==> src/rtl/sfb_pkg.sv <==
// types, constants and the crc step shared by the frame builder
`timescale 1ns / 1ps

package sfb_pkg;

    // frame layout
    localparam int SYNC_BYTES = 2;
    localparam int HDR_BYTES  = 8;
    localparam int IDX_W      = $clog2(HDR_BYTES);

    localparam logic [7:0]  SEP_VALUE   = 8'hFF;
    localparam logic [7:0]  CRC_FLAG    = 8'h40;
    localparam logic [7:0]  ZERO_BYTE   = 8'h00;
    localparam logic [15:0] CRC_POLY    = 16'hA001;
    localparam logic [7:0]  STUFF_RESET = 8'h55;

    // input word kinds
    localparam logic KIND_START   = 1'b0;
    localparam logic KIND_PAYLOAD = 1'b1;

    // input tdata layout
    localparam int IN_TDATA_W = 32;
    localparam int FTYPE_LSB  = 0;
    localparam int PLEN_LSB   = 8;
    localparam int CEN_BIT    = 16;
    localparam int PBYTE_LSB  = 17;

    // trailer byte selectors, kept in the index counter during a trailer stuff
    localparam logic [IDX_W-1:0] TR_SUM  = IDX_W'(0);
    localparam logic [IDX_W-1:0] TR_CRCH = IDX_W'(1);
    localparam logic [IDX_W-1:0] TR_CRCL = IDX_W'(2);

    // sequencer states
    typedef enum logic [8:0] {
        ST_IDLE  = 9'b0_0000_0001,
        ST_SYNC  = 9'b0_0000_0010,
        ST_HDR   = 9'b0_0000_0100,
        ST_PAY   = 9'b0_0000_1000,
        ST_BSTUF = 9'b0_0001_0000,
        ST_SUM   = 9'b0_0010_0000,
        ST_CRCH  = 9'b0_0100_0000,
        ST_CRCL  = 9'b0_1000_0000,
        ST_TSTUF = 9'b1_0000_0000
    } t_state;

    // one byte from the sequencer to the output register
    typedef struct packed {
        logic       vld;
        logic [7:0] data;
        logic       last;
    } t_emit;

    // crc-16/arc update by one byte, reflected
    function automatic logic [15:0] crc16_byte(input logic [15:0] crc, input logic [7:0] b);
        logic [15:0] c;
        c = crc ^ {8'h00, b};
        for (int i = 0; i < 8; i++) begin
            c = c[0] ? ((c >> 1) ^ CRC_POLY) : (c >> 1);
        end
        return c;
    endfunction

endpackage

==> src/rtl/sfb_seq.sv <==
// byte sequencer: frame state, checksum, crc and stuffing
`timescale 1ns / 1ps

module sfb_seq (
    input  logic                            i_clk,
    input  logic                            i_rst_n,
    input  logic                            i_cfg_wr_en,
    input  logic [7:0]                      i_cfg_wr_data,
    input  logic                            i_in_valid,
    output logic                            o_in_ready,
    input  logic                            i_in_kind,
    input  logic [sfb_pkg::IN_TDATA_W-1:0]  i_in_data,
    input  logic                            i_take,
    output sfb_pkg::t_emit                  o_emit
);
    import sfb_pkg::*;

    t_state           r_state, n_state;
    logic [IDX_W-1:0] r_idx, n_idx;
    logic             r_bpay, n_bpay;
    logic [7:0]       r_sum, n_sum;
    logic [15:0]      r_crc, n_crc;
    logic [7:0]       r_bl, n_bl;
    logic             r_crc_on, n_crc_on;
    logic             r_in_frame, n_in_frame;
    logic [7:0]       r_stuff;
    logic [7:0]       r_ftype, n_ftype;
    logic [7:0]       r_pbyte, n_pbyte;

    logic             adv;
    logic             is_ff;
    logic [7:0]       cur_byte;
    logic [7:0]       hdr_byte;
    logic             cur_last;
    logic             do_after;
    logic             after_pay;
    logic             do_trail;
    logic [IDX_W-1:0] trail_sel;
    logic             acc;

    // header byte at the current index
    always_comb begin
        if (r_idx == IDX_W'(0)) begin
            hdr_byte = 8'(HDR_BYTES) + r_bl;
        end else if (r_idx == IDX_W'(1)) begin
            hdr_byte = r_crc_on ? CRC_FLAG : ZERO_BYTE;
        end else if (r_idx == IDX_W'(HDR_BYTES - 1)) begin
            hdr_byte = r_ftype;
        end else begin
            hdr_byte = ZERO_BYTE;
        end
    end

    // byte shown in the current state
    always_comb begin
        unique case (r_state)
            ST_SYNC:            cur_byte = SEP_VALUE;
            ST_HDR:             cur_byte = hdr_byte;
            ST_PAY:             cur_byte = r_pbyte;
            ST_BSTUF, ST_TSTUF: cur_byte = r_stuff;
            ST_SUM:             cur_byte = r_sum;
            ST_CRCH:            cur_byte = r_crc[15:8];
            ST_CRCL:            cur_byte = r_crc[7:0];
            default:            cur_byte = ZERO_BYTE;
        endcase
    end

    assign is_ff = (cur_byte == SEP_VALUE);
    assign adv   = (r_state != ST_IDLE) && i_take;

    // next state, accumulators and input acceptance
    always_comb begin
        n_state    = r_state;
        n_idx      = r_idx;
        n_bpay     = r_bpay;
        n_sum      = r_sum;
        n_crc      = r_crc;
        n_bl       = r_bl;
        n_crc_on   = r_crc_on;
        n_in_frame = r_in_frame;
        n_ftype    = r_ftype;
        n_pbyte    = r_pbyte;
        cur_last   = 1'b0;
        do_after   = 1'b0;
        after_pay  = 1'b0;
        do_trail   = 1'b0;
        trail_sel  = TR_SUM;

        if (adv) begin
            unique case (r_state)
                ST_SYNC: begin
                    if (r_idx == IDX_W'(SYNC_BYTES - 1)) begin
                        n_state = ST_HDR;
                        n_idx   = IDX_W'(0);
                    end else begin
                        n_idx = r_idx + IDX_W'(1);
                    end
                end
                ST_HDR, ST_PAY: begin
                    n_sum = r_sum + cur_byte;
                    if (r_crc_on) begin
                        n_crc = crc16_byte(r_crc, cur_byte);
                    end
                    if (r_state == ST_PAY) begin
                        n_bl = r_bl - 8'd1;
                    end
                    if (is_ff) begin
                        n_state = ST_BSTUF;
                        n_bpay  = (r_state == ST_PAY);
                    end else begin
                        do_after  = 1'b1;
                        after_pay = (r_state == ST_PAY);
                    end
                end
                ST_BSTUF: begin
                    n_sum     = r_sum + r_stuff;
                    do_after  = 1'b1;
                    after_pay = r_bpay;
                end
                ST_SUM, ST_CRCH, ST_CRCL: begin
                    if (r_state == ST_SUM) begin
                        trail_sel = TR_SUM;
                    end else if (r_state == ST_CRCH) begin
                        trail_sel = TR_CRCH;
                    end else begin
                        trail_sel = TR_CRCL;
                    end
                    if (is_ff) begin
                        n_state = ST_TSTUF;
                        n_idx   = trail_sel;
                    end else begin
                        do_trail = 1'b1;
                    end
                end
                ST_TSTUF: begin
                    do_trail  = 1'b1;
                    trail_sel = r_idx;
                end
                default: begin
                    n_state = r_state;
                end
            endcase

            // after a body byte and its stuff: next header byte, trailer or done
            if (do_after) begin
                if (!after_pay && (r_idx != IDX_W'(HDR_BYTES - 1))) begin
                    n_state = ST_HDR;
                    n_idx   = r_idx + IDX_W'(1);
                end else if (n_bl == 8'd0) begin
                    n_state = ST_SUM;
                end else begin
                    n_state = ST_IDLE;
                end
            end

            // after a trailer byte and its stuff: next trailer byte or frame end
            if (do_trail) begin
                if ((trail_sel == TR_SUM) && r_crc_on) begin
                    n_state = ST_CRCH;
                end else if (trail_sel == TR_CRCH) begin
                    n_state = ST_CRCL;
                end else begin
                    n_state    = ST_IDLE;
                    n_in_frame = 1'b0;
                    cur_last   = 1'b1;
                end
            end
        end

        // a new word enters once the current one has shown its last byte
        o_in_ready = (r_state == ST_IDLE) || (adv && (n_state == ST_IDLE));
        acc        = i_in_valid && o_in_ready;

        if (acc) begin
            if (i_in_kind == KIND_START) begin
                n_state    = ST_SYNC;
                n_idx      = IDX_W'(0);
                n_sum      = 8'd0;
                n_crc      = 16'd0;
                n_crc_on   = i_in_data[CEN_BIT];
                n_bl       = i_in_data[PLEN_LSB +: 8];
                n_in_frame = 1'b1;
                n_ftype    = i_in_data[FTYPE_LSB +: 8];
            end else if (n_in_frame) begin
                n_state = ST_PAY;
                n_pbyte = i_in_data[PBYTE_LSB +: 8];
            end
        end
    end

    assign o_emit.vld  = adv;
    assign o_emit.data = cur_byte;
    assign o_emit.last = cur_last;

    // control and accumulator registers
    always_ff @(posedge i_clk) begin
        if (!i_rst_n) begin
            r_state    <= ST_IDLE;
            r_idx      <= IDX_W'(0);
            r_bpay     <= 1'b0;
            r_sum      <= 8'd0;
            r_crc      <= 16'd0;
            r_bl       <= 8'd0;
            r_crc_on   <= 1'b1;
            r_in_frame <= 1'b0;
            r_stuff    <= STUFF_RESET;
        end else begin
            r_state    <= n_state;
            r_idx      <= n_idx;
            r_bpay     <= n_bpay;
            r_sum      <= n_sum;
            r_crc      <= n_crc;
            r_bl       <= n_bl;
            r_crc_on   <= n_crc_on;
            r_in_frame <= n_in_frame;
            if (i_cfg_wr_en) begin
                r_stuff <= i_cfg_wr_data;
            end
        end
    end

    // item payload registers
    always_ff @(posedge i_clk) begin
        r_ftype <= n_ftype;
        r_pbyte <= n_pbyte;
    end

endmodule

==> src/rtl/sfb_oreg.sv <==
// output register holding one frame byte for the downstream side
`timescale 1ns / 1ps

module sfb_oreg (
    input  logic           i_clk,
    input  logic           i_rst_n,
    input  sfb_pkg::t_emit i_emit,
    output logic           o_take,
    output logic           o_valid,
    input  logic           i_ready,
    output logic [7:0]     o_data,
    output logic           o_last
);
    import sfb_pkg::*;

    logic       r_valid;
    logic [7:0] r_data;
    logic       r_last;

    // room when empty or when the held word leaves this cycle
    assign o_take = !r_valid || i_ready;

    // valid flag
    always_ff @(posedge i_clk) begin
        if (!i_rst_n) begin
            r_valid <= 1'b0;
        end else if (o_take) begin
            r_valid <= i_emit.vld;
        end
    end

    // word payload
    always_ff @(posedge i_clk) begin
        if (o_take && i_emit.vld) begin
            r_data <= i_emit.data;
            r_last <= i_emit.last;
        end
    end

    assign o_valid = r_valid;
    assign o_data  = r_data;
    assign o_last  = r_last;

endmodule

==> src/rtl/serial_frame_builder_crc16_stuffing_unit.sv <==
// top level of the serial frame builder with checksum, crc-16 and byte stuffing
`timescale 1ns / 1ps

// Input words come in on the s_axis channel: tuser 0 opens a frame (type, length,
// crc enable in tdata), tuser 1 carries one payload byte. Encoded frame bytes leave
// on the m_axis channel, one byte per word, tlast on the final byte of a frame.
// The stuff byte is written through i_cfg_wr_en / i_cfg_wr_data, by the user only
// while idle; the block does not enforce it. The first byte of a word passes the
// sequencer state register and then the output register before m_axis. Throughput:
// the sequencer emits one byte per cycle while the output register takes it; a word
// yields 1 byte for a plain payload byte, 2 for a 0xFF byte, 10 to 12 for a start
// word, plus 1 to 6 trailer bytes on the last payload byte (up to 17 for a start word
// with zero length). The next word is taken in the cycle that the current word's
// last byte moves into the output register. Reset clears the frame state, selects
// crc on, sets the stuff byte to 0x55 and empties the output register. When the
// receiver stalls, the output word holds, the sequencer stops and s_axis tready
// drops once the word in work can no longer advance.

module serial_frame_builder_crc16_stuffing_unit (
    input  logic                           i_clk,
    input  logic                           i_rst_n,
    input  logic                           i_cfg_wr_en,
    input  logic [7:0]                     i_cfg_wr_data,
    input  logic                           i_s_axis_tvalid,
    output logic                           o_s_axis_tready,
    // msg_type[7:0], payload_length[15:8], crc_enable[16], payload_byte[24:17], zero
    input  logic [sfb_pkg::IN_TDATA_W-1:0] i_s_axis_tdata,
    // kind[0]
    input  logic                           i_s_axis_tuser,
    output logic                           o_m_axis_tvalid,
    input  logic                           i_m_axis_tready,
    // out_byte[7:0]
    output logic [7:0]                     o_m_axis_tdata,
    output logic                           o_m_axis_tlast
);
    import sfb_pkg::*;

    t_emit emit;
    logic  take;

    // byte sequencer
    sfb_seq u_seq (
        .i_clk         (i_clk),
        .i_rst_n       (i_rst_n),
        .i_cfg_wr_en   (i_cfg_wr_en),
        .i_cfg_wr_data (i_cfg_wr_data),
        .i_in_valid    (i_s_axis_tvalid),
        .o_in_ready    (o_s_axis_tready),
        .i_in_kind     (i_s_axis_tuser),
        .i_in_data     (i_s_axis_tdata),
        .i_take        (take),
        .o_emit        (emit)
    );

    // output register
    sfb_oreg u_oreg (
        .i_clk   (i_clk),
        .i_rst_n (i_rst_n),
        .i_emit  (emit),
        .o_take  (take),
        .o_valid (o_m_axis_tvalid),
        .i_ready (i_m_axis_tready),
        .o_data  (o_m_axis_tdata),
        .o_last  (o_m_axis_tlast)
    );

endmodule

==> config.mk <==
export PLATFORM = sky130hd
export DESIGN_NAME = serial_frame_builder_crc16_stuffing_unit
export DESIGN_NICKNAME = d
export VERILOG_FILES = /design/src/rtl/sfb_pkg.sv /design/src/rtl/sfb_seq.sv /design/src/rtl/sfb_oreg.sv /design/src/rtl/serial_frame_builder_crc16_stuffing_unit.sv
export SDC_FILE = /design/constraint.sdc
export NUM_CORES = 1
export LEC_CHECK = 0
export BUFFER_PORTS_ARGS = -buffer_cell sky130_fd_sc_hd__buf_2
export CAP_MARGIN = 20
export CORE_MARGIN = 3
export CORE_UTILIZATION = 50
export DETAILED_ROUTE_END_ITERATION = 8
export GPL_ROUTABILITY_DRIVEN = 1
export PLACE_DENSITY = 0.7
export SLEW_MARGIN = 20
export SYNTH_ARGS = -nofsm -noshare
export SYNTH_HDL_FRONTEND = slang
export SYNTH_SLANG_ARGS = --single-unit
==> constraint.sdc <==
create_clock -name i_clk -period 11.1 [get_ports i_clk]
set_clock_uncertainty 0.15 [all_clocks]
set_input_delay 1.11 -clock i_clk [delete_from_list [all_inputs] [get_ports i_clk]]
set_output_delay 1.11 -clock i_clk [all_outputs]
set_load 0.02 [all_outputs]
Yosys cells after proc, flatten, opt, wreduce, memory -nomap -nowiden
Index checks and enable logic that the tools add are counted.
{ "classes": {"eq_ne": 16, "n_bitwise": 12, "n_reduce_logical": 20, "n_mux": 69, "add_sub_neg": 5} }
{ "op_table": {"columns": ["cell", "count"], "rows": [
  ["two-way mux 16 bit", 13],
  ["two-way mux 8 bit", 13],
  ["two-way mux 9 bit", 11],
  ["one-hot mux 8 bit (7 select lines)", 1],
  ["two-way mux 3 bit", 9],
  ["one-hot mux 9 bit (3 select lines)", 1],
  ["inverter 2 -> 3 bit", 8],
  ["== test 9 x 1 -> 1 bit (second input constant)", 2],
  ["adder 8 bit", 2],
  ["one-hot mux 8 bit (2 select lines)", 1],
  ["XOR 16 x 8 -> 16 bit", 1],
  ["two-way mux 1 bit", 12],
  ["one-hot mux 3 bit (2 select lines)", 2],
  ["== test 9 x 2 -> 1 bit (second input constant)", 1],
  ["== test 9 x 3 -> 1 bit (second input constant)", 1],
  ["== test 9 x 4 -> 1 bit (second input constant)", 1],
  ["== test 9 x 5 -> 1 bit (second input constant)", 1],
  ["== test 9 x 6 -> 1 bit (second input constant)", 1],
  ["== test 9 x 7 -> 1 bit (second input constant)", 1],
  ["== test 9 x 8 -> 1 bit (second input constant)", 1],
  ["== test 9 bit (second input constant)", 1],
  ["inequality test 9 x 1 -> 1 bit (second input constant)", 1],
  ["adder 4 x 8 -> 8 bit (first input constant)", 1],
  ["== test 8 bit (second input constant)", 1],
  ["other kinds (19)", 35]
]} }
{ "word_totals": {"wordCells": 136, "output_inout_bits": 11, "regBits": 81} }

Depth between registers and ports, before layout
Gate-level depths: netlist (run 1).
{ "depth": {"depth_word": 27, "mapped_depth": 19} }

By module
A second synthesis (run 1) with hierarchy kept.
{ "unflattened": {"hier_cells": 579, "hier_area_um2": 5039.8} }
{ "modules_own_cells": {"columns": ["module", "instances", "cells_each", "area_per_inst_um2"], "rows": [
  ["sfb_seq", 1, 565, 4712.0],
  ["sfb_oreg", 1, 14, 327.8]
]} }

Least setup slack after synthesis (run 1)
OpenSTA, ideal clock, no wires.
{ "synth_path": {"path_type": "register -> output", "start": "register u_seq.r_idx[1]", "end": "output o_s_axis_tready", "t_required_ns": 9.840, "stages_incl_launch_ff": 13, "t_arrival_ns": 3.055, "n_path_buf": 1, "path_slack_ns": 6.785, "cell_sequence": "dfxtp_1 > ha_1 > ha_1 > clkbuf_1 > nand2_1 > a22o_1 > a211o_1 > nand4_1 > nand4_1 > o21ai_1 > a21oi_1 > a2111oi_1 > a31o_2"} }
{ "synth_via": {"elab_chain_len": 18} }
{ "synth_rtl": {"columns": ["element", "line", "rtl"], "rows": [
  ["start: declaration", "sfb_seq.sv:19", "logic [IDX_W-1:0] r_idx, n_idx;"],
  ["start signal: assignment", "sfb_seq.sv:209", "r_idx <= n_idx;"],
  ["== test 3 bit", "sfb_seq.sv:47", "end else if (r_idx == IDX_W'(HDR_BYTES - 1)) begin"],
  ["two-way mux 8 bit", "sfb_seq.sv:47", null],
  ["two-way mux 8 bit", "sfb_seq.sv:45", "end else if (r_idx == IDX_W'(1)) begin"],
  ["two-way mux 8 bit", "sfb_seq.sv:43", "if (r_idx == IDX_W'(0)) begin"],
  ["one-hot mux 8 bit (7 select lines)", "sfb_seq.sv:56", "unique case (r_state)"],
  ["== test 8 bit", "sfb_seq.sv:68", "assign is_ff = (cur_byte == SEP_VALUE);"],
  ["two-way mux 1 bit", "sfb_seq.sv:107", "if (is_ff) begin"],
  ["one-hot mux 1 bit (2 select lines)", "sfb_seq.sv:90", "unique case (r_state)"],
  ["[2 not listed]", null, null],
  ["logical AND 1 bit", "sfb_seq.sv:146", "if (!after_pay && (r_idx != IDX_W'(HDR_BYTES - 1))) begin"],
  ["two-way mux 9 bit", "sfb_seq.sv:146", null],
  ["two-way mux 9 bit", "sfb_seq.sv:145", "if (do_after) begin"],
  ["two-way mux 9 bit *", "sfb_seq.sv:157", "if (do_trail) begin"],
  ["two-way mux 9 bit *", "sfb_seq.sv:89", "if (adv) begin"],
  ["== test 9 x 1 -> 1 bit *", "sfb_seq.sv:171", "o_in_ready = (r_state == ST_IDLE) || (adv && (n_state == ST_IDLE));"],
  ["logical AND 1 bit *", "sfb_seq.sv:171", null],
  ["logical OR 1 bit *", "sfb_seq.sv:171", null],
  ["end: declaration", "serial_frame_builder_crc16_stuffing_unit.sv:25", "output logic o_s_axis_tready,"]
]} }
Mark *: on every way between the ends. The rest lies on a longest branch, timed or not. The select of a mux whose other input is x is not followed.

==> impl_results.md, run 1 <==
* Status: finished clean
* Crit-path max FO at 8
* Final WL at 13,900 µm
* Nets at 662
* P&R area growth vs syn at 9.40%
* Critical-path cell list: inv_1 -> ha_1 -> o21bai_1 -> a32oi_1 -> o211ai_1 -> nand4_1 -> o21ai_1 -> a21oi_1 -> a2111oi_1 -> a31o_2 -> buf_2
* Syn_area_per_cell at 9.11 µm²
* Critical Path End Type: primary output
* Vias in the first global route at 4,210
* Die X at 108 µm
* Critical path arrival at 4620 ps
* Pwr Density at 166 nW/µm²
* Setup slack, reg-to-reg at 5760 ps
* Clock tree sinks at 81
* Clk root buf: clkbuf_8
* RSZ-0062 raised after global routing: no
* Total track usage at 24.7%
* Slew headroom at 28.6%
* Worst-margin pin slew at 1060 ps
* CTS tree: done
* Final non-filler cell total at 738
* Max Slew Vio Count at 0
* Min Tclk post-route at 5880 ps
* Syn Nets at 632
* Layout cells sized above 1 at 14.5%
* Seq/Total Area, Yosys at 36.0%
* Die height at 108 µm
* DR WL/cell at 18.8 µm
* Worst Setup SP: u_seq.r_idx[0]
* Full die area at 11,600 µm²
* Core Rows at 36
* Fin worst setup slack at 5220 ps
* Initial Util at 52.2%
* Critical Path RT at 9840 ps
* Highest Clock Rate at 0.170 GHz
* Pre-antenna DRT Iters at 7
* Reg2reg path depth at 11
* Via-to-Cell Ratio at 6.08
* Synthesized instance count at 570
* CP max stage delay at 680 ps
* Fin util at 57.1%
* Most common cell after layout, fill and taps aside: nand2_1
* Synthesized flop and latch total at 81
* Crit Reg-Reg Endpoint: u_seq.r_pbyte[0]
* Clock latency on the worst-skew pair at 370 ps
* CTS buffer count at 9
* Via count at 4,488
* Synth async-reset ratio at 0%
* Clock slew at reported path FFs at 90 ps
* Ys flop type: dfxtp_1
* Count of cell types in the netlist at 77
* Final Hold Viols at 0
* Final HPWL DP at 10,100 µm
* Min-Delay Path Class: flop to flop
* Commonest non-fill, non-tap cells in the layout: 59 x nand2_1, 56 x dfxtp_1, 49 x buf_2, 40 x nor2_1, 37 x a21oi_1
* Core footprint at 9950 µm²
* Antenna-violating nets left at 0
* Leakage power at 2.18 nW
* Worst path slowest cell: o211ai_1
* DRC viols at 0
* Dpl cell area at 5460 µm²
* Period Utilization, post-route at 52.9%
* Synthesized area at 5190 µm²
* First-pass GRT wire length at 22,200 µm
* Placement Setup Slack at 5780 ps
* Port Buffers at 49
* YS warnings at 0
* CTS Hold Bufs at 0
* Gpl congestion at 0.930
* VDD IR max at 0.0758 mV
* Post-synth EDFFs at 25
* Max Cap Viol at 0
* # diodes at 0
* Initial antenna violation count at 0
* Largest net degree at the start of global routing at 41
* Overflow after GRT at 0
* CTS resizes at 0
* CTS H-tree depth at 3
* Maximum buffer depth of the clock tree at 2
* Final setup fails at 0
* Reg2Reg Launch Point: u_seq.r_idx[0]
* Hold depth at 2
* Fin area at 5680 µm²
* Dpl cells at 722
* Ports at 57
* 1st-iter DRT viols at 397
* Worst Setup EP: o_s_axis_tready
* Setup CP Type: flop to primary output
* Total Neg Setup Slack at 0 ps
* CP startpoint kind: flop
* Setup Buffers After CTS at 0
-- synthesized netlist by cell type, types with 5 or more instances --
cell | number | share of area (%)
a211oi_1 | 14 | 2.0
a21o_1 | 6 | 0.87
a21oi_1 | 37 | 3.6
a22o_1 | 8 | 1.3
and3_1 | 7 | 0.84
buf_2 | 7 | 0.67
clkbuf_1 | 19 | 1.4
dfxtp_1 | 56 | 22
edfxtp_1 | 25 | 14
ha_1 | 15 | 3.6
inv_1 | 20 | 1.4
mux2i_1 | 22 | 4.2
nand2_1 | 59 | 4.3
nand3_1 | 18 | 1.7
nand4_1 | 8 | 0.96
nor2_1 | 40 | 2.9
nor2b_1 | 18 | 2.2
nor3_1 | 9 | 0.87
nor4_1 | 5 | 0.60
o211ai_1 | 9 | 1.3
o21a_1 | 5 | 0.72
o21ai_0 | 17 | 1.6
xnor2_1 | 27 | 4.6
xor2_1 | 13 | 2.2
-- critical path: cells and delay by family (launching register included) --
family	cells	cell delay [ps]
AND/OR/NAND/NOR	1	310
flip-flops	1	440
AO/OA/AOI/OAI	7	2920
buffers and inverters	2	310
adder cells (fa/ha/maj)	1	260
-- stage by stage --
step	total power, W	hold WS, ps
detailed placement	0.000701	320
global placement	0.000695	302
finish	0.000942	328
global route	0.000990	357
floorplan	0.000620	283
CTS	0.000943	330
-- where the power goes --
part	switching, W	leakage (nW)	internal (W)
combinational	0.000208	1.39	0.000120
sequential	0.0000274	0.691	0.000345
clock	0.000114	0.103	0.000128
total	0.000349	2.18	0.000593
-- worst min path at each step --
stage	from	to
floorplan	u_seq.r_stuff[0]	u_seq.r_stuff[0]
global placement	u_seq.r_crc[11]	u_seq.r_crc[3]
detailed placement	u_seq.r_crc[9]	u_seq.r_crc[1]
CTS	u_seq.r_crc[9]	u_seq.r_crc[1]
global route	u_seq.r_crc[12]	u_seq.r_crc[4]
finish	u_seq.r_crc[12]	u_seq.r_crc[4]
-- logic make-up (layout without fill, tap and decap cells) --
group,Yosys count,after routing,share of synthesized area (%)
flip-flops,81,81,36.0
buffers and inverters,51,86,4.34
XOR/XNOR,45,45,8.91
AND/OR/NAND/NOR,203,203,21.3
adder cells (fa/ha/maj),16,16,4.00
AO/OA/AOI/OAI,152,152,21.2
multiplexers,22,22,4.24
-- layout make-up --
cell class / instances / area (µm²)
timing repair buffer: 49 / 245
tap: 133 / 166
inverter: 21 / 81.3
sequential: 81 / 1870
clock inverter: 6 / 92.6
multi-input combinational: 438 / 3100
clock buffer: 10 / 128
fill: 906 / 4270
-- flip-flops by register name (all words and copies together), names as in the netlist --
| signal | count |
|---|---|
| u_seq.r_bpay | 1 |
| u_seq.r_state | 9 |
| u_seq.r_ftype | 8 |
| u_seq.r_in_frame | 1 |
| u_seq.r_bl | 8 |
| u_seq.r_sum | 8 |
| u_seq.r_idx | 3 |
| u_seq.r_pbyte | 8 |
| u_oreg.o_last | 1 |
| u_oreg.o_valid | 1 |
| u_oreg.o_data | 8 |
| u_seq.r_crc | 16 |
| u_seq.r_crc_on | 1 |
| u_seq.r_stuff | 8 |
-- per-layer routing --
layer	vias up	wire length (µm)	global-route usage [%]
li1	2162	-	-
met4	0	346	11.5
met1	2099	6250	33.5
met5	-	0	0
met3	28	1080	5.04
met2	199	6180	37.8
Note: power is estimated with default switching activity, not from simulation.
==> run 2: changes to the inputs <==
==> constraint.sdc (replaced) <==
create_clock -name i_clk -period 5.52 [get_ports i_clk]
set_clock_uncertainty 0.15 [all_clocks]
set_input_delay 0.552 -clock i_clk [delete_from_list [all_inputs] [get_ports i_clk]]
set_output_delay 0.552 -clock i_clk [all_outputs]
set_load 0.02 [all_outputs]
==> impl_results.md, run 2 (same netlist as run 1, synthesis figures left out) <==
* Status: finished clean
* First-pass GRT wire length at 22,500 µm
* Worst-margin pin slew at 1070 ps
* Sw Pwr at 0.000689 W
* Final setup fails at 0
* Total track usage at 25.1%
* Min-Delay Path Class: primary input to flop
* Clock slew at reported path FFs at 80 ps
* Final WL at 13,800 µm
* Port Buffers at 49
* Critical-path cell list: nor2b_1 -> a22o_1 -> a22oi_1 -> o21ai_1 -> nand4_1 -> o21ai_1 -> a21oi_1 -> a2111oi_1 -> a31o_2 -> buf_2
* Leakage power at 2.21 nW
* Largest net degree at the start of global routing at 41
* RSZ-0062 raised after global routing: no
* Initial Util at 52.2%
* Crit-path max FO at 11
* Setup Buffers After CTS at 0
* Clock latency on the worst-skew pair at 380 ps
* Via-to-Cell Ratio at 6.13
* Clock tree sinks at 81
* Sw frac at 36.5%
* Pre-antenna DRT Iters at 7
* P_int at 0.00120 W
* Sequential Power Share at 39.7%
* Full die area at 11,600 µm²
* Pwr Total at 0.00189 W
* Most flops, register: u_seq.r_crc
* Antenna-violating nets left at 0
* DRC viols at 0
* Overflow after GRT at 0
* Clk root buf: clkbuf_8
* Most common cell after layout, fill and taps aside: nand2_1
* Via count at 4,556
* CTS tree: done
* Final Hold Viols at 0
* Worst path slowest cell: nor2b_1
* Layout cells sized above 1 at 15.1%
* Critical path arrival at 4460 ps
* Core Rows at 36
* Final HPWL DP at 10,100 µm
* Critical Path End Type: primary output
* Commonest non-fill, non-tap cells in the layout: 59 x nand2_1, 56 x dfxtp_1, 49 x buf_2, 40 x nor2_1, 37 x a21oi_1
* CTS buffer count at 9
* Min Tclk post-route at 5160 ps
* Gate power share at 35.3%
* Slew headroom at 28.0%
* Max Cap Viol at 0
* Core footprint at 9950 µm²
* Crit-path most repeated cell: o21ai_1
* Top Registers: u_seq.r_crc x16, u_seq.r_state x9
* Die height at 108 µm
* Ports at 57
* CP startpoint kind: flop
* Clock network power share at 24.9%
* Max Slew Vio Count at 0
* Maximum buffer depth of the clock tree at 2
* Gpl congestion at 0.961
* Vias in the first global route at 4,174
* Critical Path RT at 4820 ps
* CTS Hold Bufs at 0
* VDD IR max at 0.229 mV
* Total Neg Setup Slack at 0 ps
* Max FFs per register at 16
* Setup CP Type: flop to primary output
* Pwr Density at 330 nW/µm²
* CTS H-tree depth at 3
* CP max stage delay at 720 ps
* FILL cells at 909
* Die X at 108 µm
* DR WL/cell at 18.6 µm
* Highest Clock Rate at 0.194 GHz
* Period Utilization, post-route at 93.5%
* Nets at 667
* CTS resizes at 0
* Initial antenna violation count at 0
* # diodes at 0
* P&R area growth vs syn at 9.95%
* 1st-iter DRT viols at 490
==> run 2: cell count changes in the layout (fill, tap and decap cells not counted) <==
| cell | delta |
|---|---|
| clkbuf_1 | +1 |
| clkinv_2 | +1 |
| clkinvlp_4 | -2 |
| buf_4 | +5 |
| inv_4 | +1 |
| inv_6 | -1 |
==> run 2: critical path: cells and delay by family, from the launching register on <==
kind / cells / cell delay [ps]
AO/OA/AOI/OAI: 7 / 2370
buffers and inverters: 1 / 160
flip-flops: 1 / 590
AND/OR/NAND/NOR: 2 / 970
==> run 2: final timing paths <==
| check | startpoint | end | slack (ps) | depth (start not counted) |
|---|---|---|---|---|
| worst min-delay path | i_s_axis_tdata[1] | u_seq.r_ftype[1] | 200 | 1 |
| worst max register to register | u_seq.r_state[7] | u_seq.r_pbyte[6] | 780 | 11 |
| worst max-delay path | u_seq.r_state[7] | o_s_axis_tready | 360 | 10 |
| worst min register to register | u_seq.r_crc[10] | u_seq.r_crc[2] | 330 | 2 |
==> run 2: stage by stage <==
stage / hold WS, ps / utilization (%) / instances / instance area, µm² / worst slack [ps]
2_1_floorplan: 283 / - / 570 / 5190 / 1620
3_3_place_gp: 304 / 55.1 / 725 / 5480 / 900
3_5_place_dp: 313 / 55.1 / 725 / 5480 / 757
4_1_cts: 175 / 57.2 / 741 / 5700 / 316
5_1_grt: 178 / 57.4 / 743 / 5710 / 89.3
6_report: 195 / 57.4 / 743 / 5710 / 359
==> run 2: final cells by class <==
type | count | area [µm²] | share of cell area (%)
clock buffer | 11 | 131 | 2.30
clock inverter | 5 | 80.1 | 1.40
inverter | 21 | 81.3 | 1.42
multi-input combinational | 438 | 3100 | 54.2
sequential | 81 | 1870 | 32.8
tap | 133 | 166 | 2.91
timing repair buffer | 54 | 283 | 4.95
==> run 2: power groups by stage <==
stage / combinational [W] / clock [W] / sequential, W
after floorplan: 0.000470 / 0 / 0.000776
after global placement: 0.000644 / 0 / 0.000759
after detailed placement: 0.000650 / 0 / 0.000762
after CTS: 0.000656 / 0.000481 / 0.000748
after global routing: 0.000721 / 0.000505 / 0.000757
final: 0.000667 / 0.000470 / 0.000750
==> run 2: layer usage <==
metal	vias to the layer above	wire length [µm]	GRT usage (%)
met2	208	6170	39.1
met1	2136	6090	34.7
li1	2180	-	-
met4	0	384	10.0
met3	32	1180	4.56
met5	-	0	0
